==> config.mk <==
export PLATFORM = sky130hd
export DESIGN_NAME = signed_decimal_lcd_writer
export DESIGN_NICKNAME = d
export VERILOG_FILES = /design/src/rtl/sdlw_pkg.sv /design/src/rtl/signed_decimal_lcd_writer.sv
export SDC_FILE = /design/constraint.sdc
export NUM_CORES = 1
export LEC_CHECK = 0
export BUFFER_PORTS_ARGS = -buffer_cell sky130_fd_sc_hd__buf_4
export CAP_MARGIN = 5
export CELL_PAD_IN_SITES_DETAIL_PLACEMENT = 1
export CELL_PAD_IN_SITES_GLOBAL_PLACEMENT = 1
export CORE_UTILIZATION = 50
export DETAILED_ROUTE_END_ITERATION = 10
export PLACE_DENSITY_LB_ADDON = 0.12
export SETUP_SLACK_MARGIN = 0.05
export SYNTH_ARGS = -nofsm -noshare
export SYNTH_HDL_FRONTEND = slang
export SYNTH_SLANG_ARGS = --single-unit
==> constraint.sdc <==
create_clock -name clk -period 4.85 [get_ports clk]
set_input_delay 0 -clock clk [delete_from_list [all_inputs] [get_ports clk]]
set_output_delay 0 -clock clk [all_outputs]
set_load 0.05 [all_outputs]
==> src/rtl/sdlw_pkg.sv <==
`timescale 1ns / 1ps

package sdlw_pkg;

  localparam int LINE_CHARS  = 16;
  localparam int MAG_W       = 32;
  localparam int DIGITS      = 10;
  localparam int BCD_W       = 4 * DIGITS;
  localparam int CNT_W       = $clog2(MAG_W);
  localparam int NDIG_W      = $clog2(DIGITS + 1);
  localparam int CUR_W       = $clog2(LINE_CHARS + DIGITS + 2);
  localparam int GOTO_W      = $clog2(LINE_CHARS);

  localparam logic [7:0] ADDR_FLAG   = 8'h80;
  localparam logic [7:0] LINE_OFFSET = 8'd64;
  localparam logic [7:0] CHAR_ZERO   = 8'h30;
  localparam logic [7:0] CHAR_MINUS  = 8'h2d;

  typedef struct packed {
    logic signed [31:0] number;
    logic [7:0]         column;
    logic [7:0]         line;
  } req_t;

  typedef struct packed {
    logic       is_data;
    logic [7:0] bus_byte;
    logic       last;
  } rsp_t;

  typedef enum logic [2:0] {
    ST_IDLE,
    ST_CONV,
    ST_SKIP,
    ST_ADDR,
    ST_BAD,
    ST_CHAR,
    ST_GOTO,
    ST_WRAP
  } state_t;

endpackage

==> src/rtl/signed_decimal_lcd_writer.sv <==
`timescale 1ns / 1ps

// Signed decimal writer for a two-line character display.
// Request channel (req_valid / req_stall / req) carries a signed 32-bit
// number and a start column and line. Response channel (rsp_valid /
// rsp_stall / rsp) carries the display bus writes, one per transfer:
// a set-address command, then '-' if negative, then the decimal digits
// most significant first, with a go-to command on the second line after
// each character that leaves the cursor at or past the end of a line.
// last marks the final write of a request. A bad position gives only
// the command for position (0,0).
// The magnitude goes through a shift-and-add-3 binary to BCD unit, one
// bit per cycle, then leading zero digits are dropped (up to 9), then
// the writes go out one by one. With no stall the first write is loaded
// later for fewer digits; a bad position skips the conversion.
// req_stall is high from the request transfer until the final write is
// loaded into the output register.
// A stalled response holds; the sequencer waits on it.
// Reset empties the output register and returns the sequencer to idle.
module signed_decimal_lcd_writer
  import sdlw_pkg::*;
(
  input  logic clk,
  input  logic rst,
  input  logic req_valid,
  output logic req_stall,
  input  req_t req,
  output logic rsp_valid,
  input  logic rsp_stall,
  output rsp_t rsp
);

  state_t state, state_next;

  logic [MAG_W-1:0]  mag;
  logic [BCD_W-1:0]  bcd;
  logic [BCD_W-1:0]  bcd_adj;
  logic [CNT_W-1:0]  cnt;
  logic [NDIG_W-1:0] ndig;
  logic [CUR_W-1:0]  cursor;
  logic [CUR_W-1:0]  cursor_inc;
  logic [GOTO_W-1:0] goto_col;
  logic              line_hi;
  logic              sign_pending;

  logic req_go;
  logic pos_ok;
  logic emit_valid;
  logic emit_go;
  rsp_t emit_item;

  logic top_zero;
  logic goto_need;
  logic goto_wrap;
  logic more_chars;
  logic chars_left;

  assign req_stall = (state != ST_IDLE);
  assign req_go    = req_valid && !req_stall;
  assign pos_ok    = (req.column <= 8'(LINE_CHARS - 1)) && (req.line <= 8'd1);
  assign emit_go   = emit_valid && (!rsp_valid || !rsp_stall);

  assign top_zero   = (bcd[BCD_W-1 -: 4] == 4'd0);
  assign cursor_inc = cursor + CUR_W'(1);
  assign goto_need  = (cursor_inc >= CUR_W'(LINE_CHARS));
  assign goto_wrap  = (goto_col == GOTO_W'(LINE_CHARS - 1));
  // characters still due after the one in flight
  assign more_chars = sign_pending || (ndig > NDIG_W'(1));
  // characters still due once the last one has gone out
  assign chars_left = (ndig != '0);

  // add 3 to every digit of 5 or more before the shift
  always_comb begin
    for (int d = 0; d < DIGITS; d++) begin
      if (bcd[4*d +: 4] >= 4'd5) begin
        bcd_adj[4*d +: 4] = bcd[4*d +: 4] + 4'd3;
      end else begin
        bcd_adj[4*d +: 4] = bcd[4*d +: 4];
      end
    end
  end

  always_comb begin
    state_next = state;
    case (state)
      ST_IDLE: begin
        if (req_go) begin
          state_next = pos_ok ? ST_CONV : ST_BAD;
        end
      end
      ST_CONV: begin
        if (cnt == CNT_W'(MAG_W - 1)) begin
          state_next = ST_SKIP;
        end
      end
      ST_SKIP: begin
        if (!(top_zero && (ndig > NDIG_W'(1)))) begin
          state_next = ST_ADDR;
        end
      end
      ST_ADDR: begin
        if (emit_go) begin
          state_next = ST_CHAR;
        end
      end
      ST_BAD: begin
        if (emit_go) begin
          state_next = ST_IDLE;
        end
      end
      ST_CHAR: begin
        if (emit_go) begin
          if (goto_need) begin
            state_next = ST_GOTO;
          end else if (more_chars) begin
            state_next = ST_CHAR;
          end else begin
            state_next = ST_IDLE;
          end
        end
      end
      ST_GOTO: begin
        if (emit_go) begin
          if (goto_wrap) begin
            state_next = ST_WRAP;
          end else if (chars_left) begin
            state_next = ST_CHAR;
          end else begin
            state_next = ST_IDLE;
          end
        end
      end
      ST_WRAP: begin
        if (emit_go) begin
          state_next = chars_left ? ST_CHAR : ST_IDLE;
        end
      end
      default: state_next = ST_IDLE;
    endcase
  end

  always_comb begin
    emit_valid = 1'b0;
    emit_item  = '0;
    case (state)
      ST_ADDR: begin
        emit_valid         = 1'b1;
        emit_item.bus_byte = ADDR_FLAG | 8'(cursor) | (line_hi ? LINE_OFFSET : 8'd0);
      end
      ST_BAD: begin
        emit_valid         = 1'b1;
        emit_item.bus_byte = ADDR_FLAG;
        emit_item.last     = 1'b1;
      end
      ST_CHAR: begin
        emit_valid         = 1'b1;
        emit_item.is_data  = 1'b1;
        emit_item.bus_byte = sign_pending ? CHAR_MINUS
                                          : (CHAR_ZERO | {4'd0, bcd[BCD_W-1 -: 4]});
        emit_item.last     = !goto_need && !more_chars;
      end
      ST_GOTO: begin
        emit_valid         = 1'b1;
        emit_item.bus_byte = ADDR_FLAG | LINE_OFFSET | 8'(goto_col);
        emit_item.last     = !goto_wrap && !chars_left;
      end
      ST_WRAP: begin
        emit_valid         = 1'b1;
        emit_item.bus_byte = ADDR_FLAG;
        emit_item.last     = !chars_left;
      end
      default: begin
        emit_valid = 1'b0;
        emit_item  = '0;
      end
    endcase
  end

  always_ff @(posedge clk) begin
    if (rst) begin
      state     <= ST_IDLE;
      rsp_valid <= 1'b0;
    end else begin
      state <= state_next;
      if (emit_go) begin
        rsp_valid <= 1'b1;
      end else if (!rsp_stall) begin
        rsp_valid <= 1'b0;
      end
    end
  end

  always_ff @(posedge clk) begin
    if (emit_go) begin
      rsp <= emit_item;
    end
    case (state)
      ST_IDLE: begin
        if (req_go) begin
          mag          <= req.number[31] ? (MAG_W'(0) - MAG_W'(req.number))
                                         : MAG_W'(req.number);
          sign_pending <= req.number[31];
          cursor       <= CUR_W'(req.column);
          line_hi      <= req.line[0];
          bcd          <= '0;
          cnt          <= '0;
          ndig         <= NDIG_W'(DIGITS);
          goto_col     <= '0;
        end
      end
      ST_CONV: begin
        {bcd, mag} <= {bcd_adj[BCD_W-2:0], mag, 1'b0};
        cnt        <= cnt + CNT_W'(1);
      end
      ST_SKIP: begin
        if (top_zero && (ndig > NDIG_W'(1))) begin
          bcd  <= {bcd[BCD_W-5:0], 4'd0};
          ndig <= ndig - NDIG_W'(1);
        end
      end
      ST_CHAR: begin
        if (emit_go) begin
          cursor <= cursor_inc;
          if (sign_pending) begin
            sign_pending <= 1'b0;
          end else begin
            bcd  <= {bcd[BCD_W-5:0], 4'd0};
            ndig <= ndig - NDIG_W'(1);
          end
        end
      end
      ST_GOTO: begin
        if (emit_go) begin
          goto_col <= goto_wrap ? '0 : goto_col + GOTO_W'(1);
        end
      end
      default: begin
        cnt <= cnt;
      end
    endcase
  end

`ifndef SYNTHESIS
  a_bad_pos: assert property (@(posedge clk) disable iff (rst)
    (req_go && !pos_ok) |=> (state == ST_BAD))
    else $error("bad position did not go to the single address write");

  a_last_idle: assert property (@(posedge clk) disable iff (rst)
    (emit_go && emit_item.last) |=> (state == ST_IDLE))
    else $error("sequencer kept running after the final write");

  a_char_due: assert property (@(posedge clk) disable iff (rst)
    (state == ST_CHAR) |-> (sign_pending || (ndig != '0)))
    else $error("character write with no character left");

  a_digit_ok: assert property (@(posedge clk) disable iff (rst)
    (state == ST_CHAR && !sign_pending) |-> (bcd[BCD_W-1 -: 4] <= 4'd9))
    else $error("decimal digit out of range");
`endif

endmodule
==> run_summary.xml, run 1 <==
<?xml version="1.0" encoding="UTF-8"?>
<metrics>
  <group name="timing">
    <metric name="finalHoldWorstSlack" unit="ns">0.02125</metric>
    <metric name="setup_violations" unit="">0</metric>
    <metric name="tightestPinTransition" unit="ns">1.128</metric>
    <metric name="max_slew_margin" unit="">0.2460</metric>
    <metric name="setup_total_negative_slack" unit="ns">0</metric>
    <metric name="final_period_minus_worst_setup_slack" unit="ns">2.685</metric>
    <metric name="final_count_of_pins_violating_max_slew" unit="">0</metric>
    <metric name="grt_setup_unrepaired" unit="">no</metric>
    <metric name="timing.final.crit_share" unit="">0.5535</metric>
    <metric name="fin_skew" unit="ns">0.01085</metric>
    <metric name="hold_viol_final" unit="">0</metric>
    <metric name="timing.fmax" unit="MHz">372.5</metric>
  </group>
  <group name="logic_synthesis">
    <metric name="synth_edf_count" unit="">102</metric>
    <metric name="postSynthAreaPerCell" unit="um2">9.922</metric>
    <metric name="synth_largest_type_area_fraction" unit="">0.4778</metric>
    <metric name="synth.area.top_cells" unit="">edfxtp_1, nand2_1, ha_1</metric>
    <metric name="synth_seq_cells" unit="">106</metric>
    <metric name="synth_simple_gate_area_frac" unit="">0.1712</metric>
    <metric name="post-synth-top-area-cell" unit="">edfxtp_1</metric>
    <metric name="seq_area_frac_synth" unit="">0.4903</metric>
    <metric name="post_synth_num_cell_types" unit="">55</metric>
    <metric name="netlist_area" unit="um2">6410</metric>
    <metric name="synth_nets" unit="">726</metric>
    <metric name="yosys_warnings" unit="">0</metric>
    <metric name="cells_after_synth" unit="">646</metric>
    <metric name="combinational_family_with_the_most_area_after_synthesis" unit="">simple AND/OR/NAND/NOR gates</metric>
    <metric name="synthXorXnorAreaFrac" unit="">0.07242</metric>
    <metric name="synth.area.mux_share" unit="">0.001562</metric>
    <metric name="ys_async_sr_fraction" unit="">0</metric>
    <metric name="most_instantiated_flip_flop_cell_in_the_synthesis_netlist" unit="">edfxtp_1</metric>
    <metric name="synth_adder_area_share" unit="">0.05466</metric>
    <metric name="compound_gate_fraction_of_synth_area" unit="">0.1702</metric>
  </group>
  <group name="final_layout">
    <metric name="layout.cell_area.non_filler" unit="um2">7353</metric>
    <metric name="antenna_cells" unit="">0</metric>
    <metric name="final_layout_size_suffix_gt1_frac" unit="">0.1382</metric>
    <metric name="mostFrequentLayoutCells" unit="">edfxtp_1, nand2_1, o21ai_0</metric>
    <metric name="layout_commonest_cell" unit="">edfxtp_1</metric>
    <metric name="area_growth" unit="%">14.72</metric>
    <metric name="final_cells" unit="">877</metric>
    <metric name="nets" unit="">784</metric>
  </group>
  <group name="global_routing">
    <metric name="grt_pass1_vias" unit="">5274</metric>
    <metric name="grt_antenna_before_repair" unit="">0</metric>
    <metric name="wire_length_of_the_first_global_routing_pass" unit="um">26030</metric>
    <metric name="gr-total-overflow" unit="">0</metric>
    <metric name="grt_start_max_net_pins" unit="">51</metric>
    <metric name="gr-usage-all-layers" unit="">0.2543</metric>
  </group>
  <group name="floorplan">
    <metric name="floorplan.rows" unit="">40</metric>
    <metric name="die-width" unit="um">115.2</metric>
    <metric name="total_die_area" unit="um2">13280</metric>
    <metric name="floorplan.initialDensity" unit="">0.5228</metric>
    <metric name="pin_count" unit="">64</metric>
    <metric name="coreArea" unit="um2">12260</metric>
    <metric name="dieHeight" unit="um">115.2</metric>
  </group>
  <group name="pwr">
    <metric name="power.static_leakage" unit="uW">0.002767</metric>
    <metric name="cellPowerDensity" unit="nW/um2">601.5</metric>
    <metric name="report.power.total" unit="uW">4423</metric>
    <metric name="power.ir.vdd_worst" unit="mV">0.2335</metric>
  </group>
  <group name="min_path">
    <metric name="hold_class" unit="">in -&gt; reg</metric>
  </group>
  <group name="worst_setup_path">
    <metric name="critPathLaunchType" unit="">flip-flop</metric>
    <metric name="cp_max_fo" unit="">40</metric>
    <metric name="crit_chain" unit="">inv_1 -&gt; o21ai_0 -&gt; a32oi_1 -&gt; nor2_4</metric>
    <metric name="worst_path_max_delay_cell" unit="">nor2_4</metric>
    <metric name="critical_path.n_buffers_inverters" unit="">1</metric>
    <metric name="critPathKind" unit="">reg -&gt; reg</metric>
    <metric name="cp_slowest_stage_delay" unit="ns">0.88</metric>
    <metric name="timing.critical_path.to_type" unit="">flip-flop</metric>
    <metric name="crit_arrival" unit="ns">2.66</metric>
    <metric name="worstPathRequired" unit="ns">4.82</metric>
    <metric name="worst_path_dominant_cell_family" unit="">simple AND/OR/NAND/NOR gates</metric>
  </group>
  <group name="clocking">
    <metric name="clk_latency" unit="ns">0.36</metric>
    <metric name="htree_levels" unit="">3</metric>
    <metric name="cts_resized" unit="">0</metric>
    <metric name="clk_pin_slew_worst_paths" unit="ns">0.07</metric>
    <metric name="cts_inserted_buffers" unit="">9</metric>
    <metric name="tritoncts" unit="">built</metric>
    <metric name="cts_post_setup_buffers_inserted" unit="">0</metric>
    <metric name="cts_root_buffer" unit="">clkbuf_16</metric>
    <metric name="maximum_count_of_clock_buffers_along_a_single_path" unit="">2</metric>
    <metric name="holdBufCountCts" unit="">8</metric>
    <metric name="clkSinkCount" unit="">106</metric>
  </group>
  <group name="placement">
    <metric name="cell_count_post_placement" unit="">853</metric>
    <metric name="detailed_place_hpwl" unit="um">10910</metric>
    <metric name="portBuffers" unit="">63</metric>
    <metric name="place_congestion" unit="">0.8190</metric>
    <metric name="placed_area" unit="um2">7010</metric>
  </group>
  <group name="drt">
    <metric name="drt-pass1-iter-count" unit="">4</metric>
    <metric name="vias_per_cell" unit="">5.732</metric>
    <metric name="totalWireLength" unit="um">15680</metric>
    <metric name="initialDrtViolationCount" unit="">244</metric>
    <metric name="wire_per_inst" unit="um">17.88</metric>
    <metric name="drc" unit="">0</metric>
    <metric name="ant_nets" unit="">0</metric>
    <metric name="routed-via-count" unit="">5027</metric>
  </group>
  <group name="run_status">
    <metric name="status" unit="">finished clean</metric>
  </group>
  <group name="job">
    <metric name="max_cap_viol_count" unit="">0</metric>
  </group>
</metrics>
==> layout make-up <==
type	count	area, um2
Fill cell	1388	4908
Sequential cell	106	3143
Multi-Input combinational cell	479	3030
Timing Repair Buffer	75	583.1
Clock buffer	10	229.0
Tap cell	168	210.2
Inverter	33	123.9
Clock inverter	6	33.78
==> tightest hold or removal path, stage by stage <==
cell,delay [ns]
buf_4,0.10
xor2_1,0.06
o21ai_1,0.10
==> where the power goes <==
group          leakage (uW)  internal [uW]  switching, uW
logic               0.00160            610           1130
clock network      0.000126            345            342
registers           0.00104           1630            370
total               0.00277           2580           1840
==> logic make-up after synthesis <==
logic type	Yosys count
flip-flops	106
AO/OA/AOI/OAI	182
buffers and inverters	61
AND/OR/NAND/NOR	215
adder cells (fa/ha/maj)	28
multiplexers	1
XOR/XNOR	53
==> routing by layer <==
layer | wire length (um) | track usage | part of all wire
met5 | 0 | 0 | 0
met4 | 229 | 0.08831 | 0.015
met3 | 401 | 0.03426 | 0.026
met2 | 8302 | 0.4671 | 0.53
met1 | 6747 | 0.3047 | 0.43
==> cells in the mapped netlist, types with 9 or more instances <==
cell and number:
o21ai_1 14, inv_1 32, xnor2_1 17, xor2_1 36, ha_1 28, nor2_1 39
clkbuf_1 24, o21ai_0 70, o31ai_1 19, nand2b_1 12, edfxtp_1 102, a22o_1 9
nand2_1 94, nand3_1 9, a21oi_1 46, nor3b_1 13
==> flip-flops by register name (all words and copies together), names as in the netlist <==
register	count
mag	32
rsp_valid	1
state	3
cursor	5
cnt	5
goto_col	4
sign_pending	1
line_hi	1
ndig	4
bcd	40
rsp	10
==> through the flow <==
stage,setup slack [ns],util
after floorplan,1.656,-
after detailed placement,2.248,0.5717
after global routing,1.940,0.5997
final,2.165,0.5997
after global placement,2.367,0.5717
after CTS,2.207,0.5997
==> final timing paths <==
check | slack, ns | cells after the start | startpoint | end
min | 0.02 | 3 | req[35] | mag[19]
min reg2reg | 0.53 | 2 | mag[20] | mag[21]
max | 2.17 | 4 | state[0] | bcd[12]
max reg2reg | 2.17 | 4 | state[0] | bcd[12]
Power figures use the tool's default switching activity.
==> run 2: changes to the inputs <==
--- a/config.mk
+++ b/config.mk
@@ -9,7 +9,7 @@
 export CAP_MARGIN = 5
 export CELL_PAD_IN_SITES_DETAIL_PLACEMENT = 1
 export CELL_PAD_IN_SITES_GLOBAL_PLACEMENT = 1
-export CORE_UTILIZATION = 50
+export CORE_UTILIZATION = 47
 export DETAILED_ROUTE_END_ITERATION = 10
 export PLACE_DENSITY_LB_ADDON = 0.12
 export SETUP_SLACK_MARGIN = 0.05
==> constraint.sdc (replaced) <==
create_clock -name clk -period 2.8 [get_ports clk]
set_input_delay 0 -clock clk [delete_from_list [all_inputs] [get_ports clk]]
set_output_delay 0 -clock clk [all_outputs]
set_load 0.05 [all_outputs]
==> run 2 against run 1 <==
Against the previous run: critical path depth increased by 1; final cell count grew 2.4%; sequential share of layout area down 1.1 points; first-iteration DRC count up 7.8%; core utilization is 3.3 points lower; count of clock-buffer cells in the layout did not move; clock skew is essentially flat; die area increased by 6.3%; register-to-register slack worse by 1.8 ns; power rose by 80%; clock power grew 98%; maximum frequency up 12%.
==> run_summary.xml, run 2 (synthesis results as in run 1) <==
<?xml version="1.0" encoding="UTF-8"?>
<metrics>
  <group name="drt">
    <metric name="totalWireLength" unit="um">15760</metric>
    <metric name="wire_per_inst" unit="um">17.54</metric>
    <metric name="drt-pass1-iter-count" unit="">4</metric>
    <metric name="drc" unit="">0</metric>
    <metric name="initialDrtViolationCount" unit="">263</metric>
    <metric name="ant_nets" unit="">0</metric>
    <metric name="vias_per_cell" unit="">5.654</metric>
    <metric name="routed-via-count" unit="">5077</metric>
  </group>
  <group name="pwr">
    <metric name="power.static_leakage" unit="uW">0.002859</metric>
    <metric name="cellPowerDensity" unit="nW/um2">1055</metric>
    <metric name="power.ir.vdd_worst" unit="mV">0.4598</metric>
  </group>
  <group name="final_layout">
    <metric name="final_core_utilization" unit="">0.5671</metric>
    <metric name="nets" unit="">797</metric>
    <metric name="register_with_the_most_flip_flops" unit="">bcd</metric>
    <metric name="antenna_cells" unit="">0</metric>
    <metric name="final_cells" unit="">898</metric>
    <metric name="area_growth" unit="%">17.63</metric>
    <metric name="mostFrequentLayoutCells" unit="">edfxtp_1, nand2_1, buf_4</metric>
    <metric name="layout_commonest_cell" unit="">edfxtp_1</metric>
    <metric name="final_layout_size_suffix_gt1_frac" unit="">0.1524</metric>
    <metric name="top_regs" unit="">bcd: 40 flops, mag: 32 flops, rsp: 10 flops</metric>
    <metric name="largest_register_ff_count" unit="">40</metric>
  </group>
  <group name="placement">
    <metric name="place_congestion" unit="">0.8299</metric>
    <metric name="cell_count_post_placement" unit="">872</metric>
    <metric name="portBuffers" unit="">63</metric>
    <metric name="detailed_place_hpwl" unit="um">11000</metric>
  </group>
  <group name="floorplan">
    <metric name="pin_count" unit="">64</metric>
    <metric name="die-width" unit="um">118.8</metric>
    <metric name="coreArea" unit="um2">13300</metric>
    <metric name="floorplan.initialDensity" unit="">0.4821</metric>
    <metric name="dieHeight" unit="um">118.8</metric>
    <metric name="floorplan.rows" unit="">42</metric>
    <metric name="total_die_area" unit="um2">14110</metric>
  </group>
  <group name="timing">
    <metric name="final_period_minus_worst_setup_slack" unit="ns">2.396</metric>
    <metric name="hold_viol_final" unit="">0</metric>
    <metric name="timing.fmax" unit="MHz">417.4</metric>
    <metric name="timing.final.crit_share" unit="">0.8557</metric>
    <metric name="grt_setup_unrepaired" unit="">no</metric>
    <metric name="setup_total_negative_slack" unit="ns">0</metric>
    <metric name="max_slew_margin" unit="">0.5568</metric>
    <metric name="final_count_of_pins_violating_max_slew" unit="">0</metric>
    <metric name="tightestPinTransition" unit="ns">0.6648</metric>
    <metric name="fin_skew" unit="ns">0.01061</metric>
    <metric name="setup_violations" unit="">0</metric>
    <metric name="finalHoldWorstSlack" unit="ns">0.003829</metric>
  </group>
  <group name="clocking">
    <metric name="tritoncts" unit="">built</metric>
    <metric name="clk_pin_slew_worst_paths" unit="ns">0.07</metric>
    <metric name="clk_latency" unit="ns">0.36</metric>
    <metric name="cts_root_buffer" unit="">clkbuf_16</metric>
    <metric name="clkSinkCount" unit="">106</metric>
    <metric name="maximum_count_of_clock_buffers_along_a_single_path" unit="">2</metric>
    <metric name="cts_inserted_buffers" unit="">9</metric>
    <metric name="htree_levels" unit="">3</metric>
  </group>
  <group name="global_routing">
    <metric name="grt_antenna_before_repair" unit="">0</metric>
    <metric name="grt_pass1_vias" unit="">5425</metric>
    <metric name="gr-usage-all-layers" unit="">0.2343</metric>
    <metric name="wire_length_of_the_first_global_routing_pass" unit="um">26210</metric>
    <metric name="grt_start_max_net_pins" unit="">55</metric>
    <metric name="gr-total-overflow" unit="">0</metric>
  </group>
  <group name="job">
    <metric name="max_cap_viol_count" unit="">0</metric>
  </group>
  <group name="worst_setup_path">
    <metric name="critPathLaunchType" unit="">flip-flop</metric>
    <metric name="worst_r2r_start" unit="">ndig[0]</metric>
    <metric name="timing.critical_path.to_type" unit="">flip-flop</metric>
    <metric name="worst_path_dominant_cell_family" unit="">compound AO/OA/AOI/OAI gates</metric>
    <metric name="setup.worst_path.start" unit="">ndig[0]</metric>
    <metric name="worst_path_max_delay_cell" unit="">nor2_4</metric>
    <metric name="worstPathRequired" unit="ns">2.79</metric>
    <metric name="critPathKind" unit="">reg -&gt; reg</metric>
    <metric name="critical_path.n_buffers_inverters" unit="">1</metric>
    <metric name="cp_slowest_stage_delay" unit="ns">0.59</metric>
    <metric name="regToRegSetupSlack" unit="ns">0.40</metric>
    <metric name="crit_arrival" unit="ns">2.38</metric>
    <metric name="crit_chain" unit="">inv_1 -&gt; ha_1 -&gt; o21ai_0 -&gt; a32oi_1 -&gt; nor2_4</metric>
    <metric name="cp_max_fo" unit="">20</metric>
  </group>
  <group name="min_path">
    <metric name="hold_crit_start" unit="">req[16]</metric>
    <metric name="hold_class" unit="">in -&gt; reg</metric>
  </group>
  <group name="run_status">
    <metric name="status" unit="">finished clean</metric>
  </group>
</metrics>
[run 2: cell count changes in the layout (fill, tap and decap cells not counted)]
cell           change
dlygate4sd3_1      +1
bufinv_16          +2
buf_12             +2
buf_4              +9
clkinvlp_4         -1
nor2_4             +1
clkinv_2           -1
[run 2: layout make-up]
| class | count | area [um2] |
|---|---|---|
| Clock inverter | 6 | 81.33 |
| Clock buffer | 10 | 229.0 |
| Inverter | 33 | 123.9 |
| Multi-Input combinational cell | 480 | 3042 |
| Tap cell | 176 | 220.2 |
| Fill cell | 1467 | 5756 |
| Sequential cell | 106 | 3143 |
| Timing Repair Buffer | 87 | 700.7 |
[run 2: worst paths after layout]
path	endpoint	cells past startpoint
worst max-delay path	bcd[9]	5
worst min-delay path	mag[0]	3
worst max register to register	bcd[9]	5
worst min register to register	mag[31]	2
[run 2: worst reg2reg max path: stages (launching register included)]
cell,delay (ns)
edfxtp_1,0.39
inv_1,0.07
ha_1,0.27
o21ai_0,0.38
a32oi_1,0.32
nor2_4,0.59
[run 2: repair_timing]
item,CTS,global route
buffers inserted,0,0
endpoints found under the setup margin,0,40
endpoints found under the hold margin,11,0
gates resized for setup,0,1
hold buffers,9,0
[run 2: per-layer routing]
layer  part of all wire  vias up  track usage
li1                   -     2481            -
met1               0.45     2499       0.2920
met2               0.51       78       0.4097
met3              0.024       19      0.03523
met4              0.017        0      0.08544
met5                  0        -            0
[run 2: power breakdown]
part / leakage, uW / switching [uW] / internal [uW]
Clock: 0.000150 / 585 / 779
Combinational: 0.00167 / 2010 / 1150
Sequential: 0.00104 / 613 / 2810
Total: 0.00286 / 3210 / 4740
[run 2: through the flow]
stage                     setup WS (ns)  total power, uW  cell area, um2
after floorplan                  0.2304             5485            6412
after global placement           0.3270             6328            7128
after detailed placement         0.1698             6577            7128
after CTS                        0.1498             7988            7528
after global routing             0.1951             8508            7540
final                            0.4040             7952            7540
==> run 3: changes to the inputs <==
--- a/config.mk
+++ b/config.mk
@@ -9,6 +9,7 @@
 export CAP_MARGIN = 5
 export CELL_PAD_IN_SITES_DETAIL_PLACEMENT = 1
 export CELL_PAD_IN_SITES_GLOBAL_PLACEMENT = 1
+export CORE_ASPECT_RATIO = 0.8
 export CORE_UTILIZATION = 47
 export DETAILED_ROUTE_END_ITERATION = 10
 export PLACE_DENSITY_LB_ADDON = 0.12
==> run 3 against run 2 <==
Against the previous run: critical path depth increased by 1; wire length fell by 2.9%; cell area shrank 0.25%; sequential power hardly changed; critical path type unchanged; largest power group unchanged; highest routed layer unchanged.
==> run_summary.xml, run 3 (synthesis results as in run 1) <==
<?xml version="1.0" encoding="UTF-8"?>
<metrics>
  <group name="min_path">
    <metric name="hold_class" unit="">in -&gt; reg</metric>
    <metric name="hold_end" unit="">mag[19]</metric>
    <metric name="hold_path_depth" unit="">3</metric>
    <metric name="hold_crit_start" unit="">req[35]</metric>
  </group>
  <group name="pwr">
    <metric name="power.static_leakage" unit="uW">0.002850</metric>
    <metric name="power.combinational.fraction" unit="">0.398</metric>
    <metric name="internal_power" unit="uW">4751</metric>
    <metric name="net-switching-power" unit="uW">3167</metric>
    <metric name="clockPowerShare" unit="">0.172</metric>
    <metric name="power.ir.vdd_worst" unit="mV">0.4127</metric>
    <metric name="report.power.total" unit="uW">7918</metric>
    <metric name="pwr-share-seq" unit="">0.430</metric>
    <metric name="switching_share" unit="">0.3999</metric>
    <metric name="cellPowerDensity" unit="nW/um2">1053</metric>
  </group>
  <group name="worst_setup_path">
    <metric name="cp_slowest_stage_delay" unit="ns">0.60</metric>
    <metric name="cp_max_fo" unit="">15</metric>
    <metric name="regToRegSetupSlack" unit="ns">0.58</metric>
    <metric name="critPathKind" unit="">reg -&gt; reg</metric>
    <metric name="critical_path.n_buffers_inverters" unit="">1</metric>
    <metric name="worst_r2r_start" unit="">state[2]</metric>
    <metric name="path_common_cell" unit="">a21oi_1</metric>
    <metric name="worst_path_max_delay_cell" unit="">dfxtp_1</metric>
    <metric name="crit_arrival" unit="ns">2.50</metric>
    <metric name="worst_r2r_path_depth" unit="">6</metric>
    <metric name="critPathLaunchType" unit="">flip-flop</metric>
    <metric name="crit_chain" unit="">buf_4 -&gt; or3_1 -&gt; a21oi_1 -&gt; nor3_1 -&gt; o311ai_1 -&gt; a21oi_1</metric>
    <metric name="worstPathRequired" unit="ns">3.08</metric>
    <metric name="worst_path_dominant_cell_family" unit="">simple AND/OR/NAND/NOR gates</metric>
    <metric name="critical_path.reg2reg.endpoint" unit="">state[2]</metric>
    <metric name="timing.critical_path.to_type" unit="">flip-flop</metric>
  </group>
  <group name="final_layout">
    <metric name="seqCellArea" unit="um2">3143</metric>
    <metric name="layout.cell_area.non_filler" unit="um2">7521</metric>
    <metric name="area_growth" unit="%">17.33</metric>
    <metric name="register_with_the_most_flip_flops" unit="">bcd</metric>
    <metric name="mostFrequentLayoutCells" unit="">edfxtp_1, nand2_1, buf_4</metric>
    <metric name="largest_register_ff_count" unit="">40</metric>
    <metric name="nets" unit="">794</metric>
    <metric name="antenna_cells" unit="">0</metric>
    <metric name="multiInputGateArea" unit="um2">3030</metric>
    <metric name="final_layout_size_suffix_gt1_frac" unit="">0.1502</metric>
    <metric name="num-fill-cells" unit="">1462</metric>
    <metric name="layout_commonest_cell" unit="">edfxtp_1</metric>
    <metric name="top_regs" unit="">bcd: 40 flops, mag: 32 flops, rsp: 10 flops</metric>
  </group>
  <group name="timing">
    <metric name="max_slew_margin" unit="">0.5884</metric>
    <metric name="finalHoldWorstSlack" unit="ns">0.02498</metric>
    <metric name="tightestPinTransition" unit="ns">0.6127</metric>
    <metric name="timing.final.crit_share" unit="">0.7925</metric>
    <metric name="timing.fmax" unit="MHz">450.7</metric>
    <metric name="final_count_of_pins_violating_max_slew" unit="">0</metric>
    <metric name="final_period_minus_worst_setup_slack" unit="ns">2.219</metric>
    <metric name="grt_setup_unrepaired" unit="">no</metric>
    <metric name="setup_violations" unit="">0</metric>
    <metric name="timing.final.ws_setup" unit="ns">0.5810</metric>
    <metric name="setup_total_negative_slack" unit="ns">0</metric>
    <metric name="fin_skew" unit="ns">0.007251</metric>
    <metric name="hold_viol_final" unit="">0</metric>
  </group>
  <group name="drt">
    <metric name="totalWireLength" unit="um">15300</metric>
    <metric name="initialDrtViolationCount" unit="">302</metric>
    <metric name="drc" unit="">0</metric>
    <metric name="drt-pass1-iter-count" unit="">4</metric>
    <metric name="routed-via-count" unit="">5035</metric>
    <metric name="wire_per_inst" unit="um">17.12</metric>
    <metric name="vias_per_cell" unit="">5.632</metric>
    <metric name="ant_nets" unit="">0</metric>
  </group>
  <group name="placement">
    <metric name="place_congestion" unit="">0.8881</metric>
    <metric name="placed_area" unit="um2">7112</metric>
    <metric name="portBuffers" unit="">63</metric>
    <metric name="detailed_place_hpwl" unit="um">11100</metric>
    <metric name="dp_worst_setup_slack" unit="ns">0.6739</metric>
  </group>
  <group name="clocking">
    <metric name="cts_post_setup_buffers_inserted" unit="">0</metric>
    <metric name="maximum_count_of_clock_buffers_along_a_single_path" unit="">2</metric>
    <metric name="cts_root_buffer" unit="">clkbuf_16</metric>
    <metric name="clk_latency" unit="ns">0.35</metric>
    <metric name="htree_levels" unit="">3</metric>
    <metric name="cts_resized" unit="">0</metric>
    <metric name="tritoncts" unit="">built</metric>
    <metric name="clkSinkCount" unit="">106</metric>
    <metric name="cts_inserted_buffers" unit="">9</metric>
    <metric name="clk_pin_slew_worst_paths" unit="ns">0.07</metric>
  </group>
  <group name="floorplan">
    <metric name="pin_count" unit="">64</metric>
    <metric name="die-width" unit="um">132.6</metric>
    <metric name="floorplan.rows" unit="">37</metric>
    <metric name="total_die_area" unit="um2">14110</metric>
    <metric name="coreArea" unit="um2">13100</metric>
    <metric name="floorplan.initialDensity" unit="">0.4893</metric>
    <metric name="dieHeight" unit="um">106.5</metric>
  </group>
  <group name="global_routing">
    <metric name="gr-total-overflow" unit="">0</metric>
    <metric name="wire_length_of_the_first_global_routing_pass" unit="um">25600</metric>
    <metric name="grt_pass1_vias" unit="">5173</metric>
    <metric name="grt_antenna_before_repair" unit="">0</metric>
    <metric name="gr-usage-all-layers" unit="">0.2311</metric>
    <metric name="grt_start_max_net_pins" unit="">55</metric>
  </group>
  <group name="job">
    <metric name="max_cap_viol_count" unit="">0</metric>
  </group>
  <group name="run_status">
    <metric name="status" unit="">finished clean</metric>
  </group>
</metrics>
-- run 3: cell types whose count changed in the layout (fill, tap and decap cells not counted), sizes merged --
cell	change
nor2	-1
clkinv	-1
inv	+1
buf	-2
-- run 3: per-layer routing --
metal / vias up / GRT usage / wire length, um
met5: - / 0 / 0
met4: 0 / 0.06650 / 123
met3: 12 / 0.03815 / 526
met2: 89 / 0.3966 / 7469
met1: 2467 / 0.3013 / 7180
li1: 2467 / - / -
-- run 3: power by group through the flow --
stage	registers, uW	logic [uW]	clock network (uW)
2_1_floorplan	3430	2060	0
3_3_place_gp	3380	2960	0
3_5_place_dp	3420	3140	0
4_1_cts	3400	3190	1390
5_1_grt	3520	3520	1440
6_report	3410	3150	1360
-- run 3: worst max-delay path by stage --
stage | from | to | slack (ns) | cells after the start
after floorplan | state[1] | cnt[0] | 0.23 | 6
after global placement | cnt[0] | state[2] | 0.80 | 8
after detailed placement | state[2] | state[2] | 0.67 | 6
after CTS | req[16] | mag[19] | 0.61 | 7
after global routing | state[2] | state[2] | 0.45 | 6
final | state[2] | state[2] | 0.58 | 6
-- run 3: cell type report --
class,instances,area share
Clock buffer,10,0.03044
Clock inverter,6,0.01198
Inverter,33,0.01647
Multi-Input combinational cell,479,0.4029
Sequential cell,106,0.4179
Tap cell,175,0.02911
Timing Repair Buffer,85,0.09117
-- run 3: worst min-delay path, stage by stage --
cell and delay, ns:
buf_4 0.10, xor2_1 0.06, o21ai_1 0.10
-- run 3: repair_timing --
| item | CTS | global route |
|---|---|---|
| hold buffers | 9 | 0 |
| endpoints found under the setup margin | 0 | 0 |
| hold endpoints to repair | 11 | 0 |
-- run 3: metrics by stage --
stage	util	cells
detailed placement	0.5428	869
global route	0.5741	894
floorplan	-	646
global placement	0.5428	869
finish	0.5741	894
CTS	0.5741	894
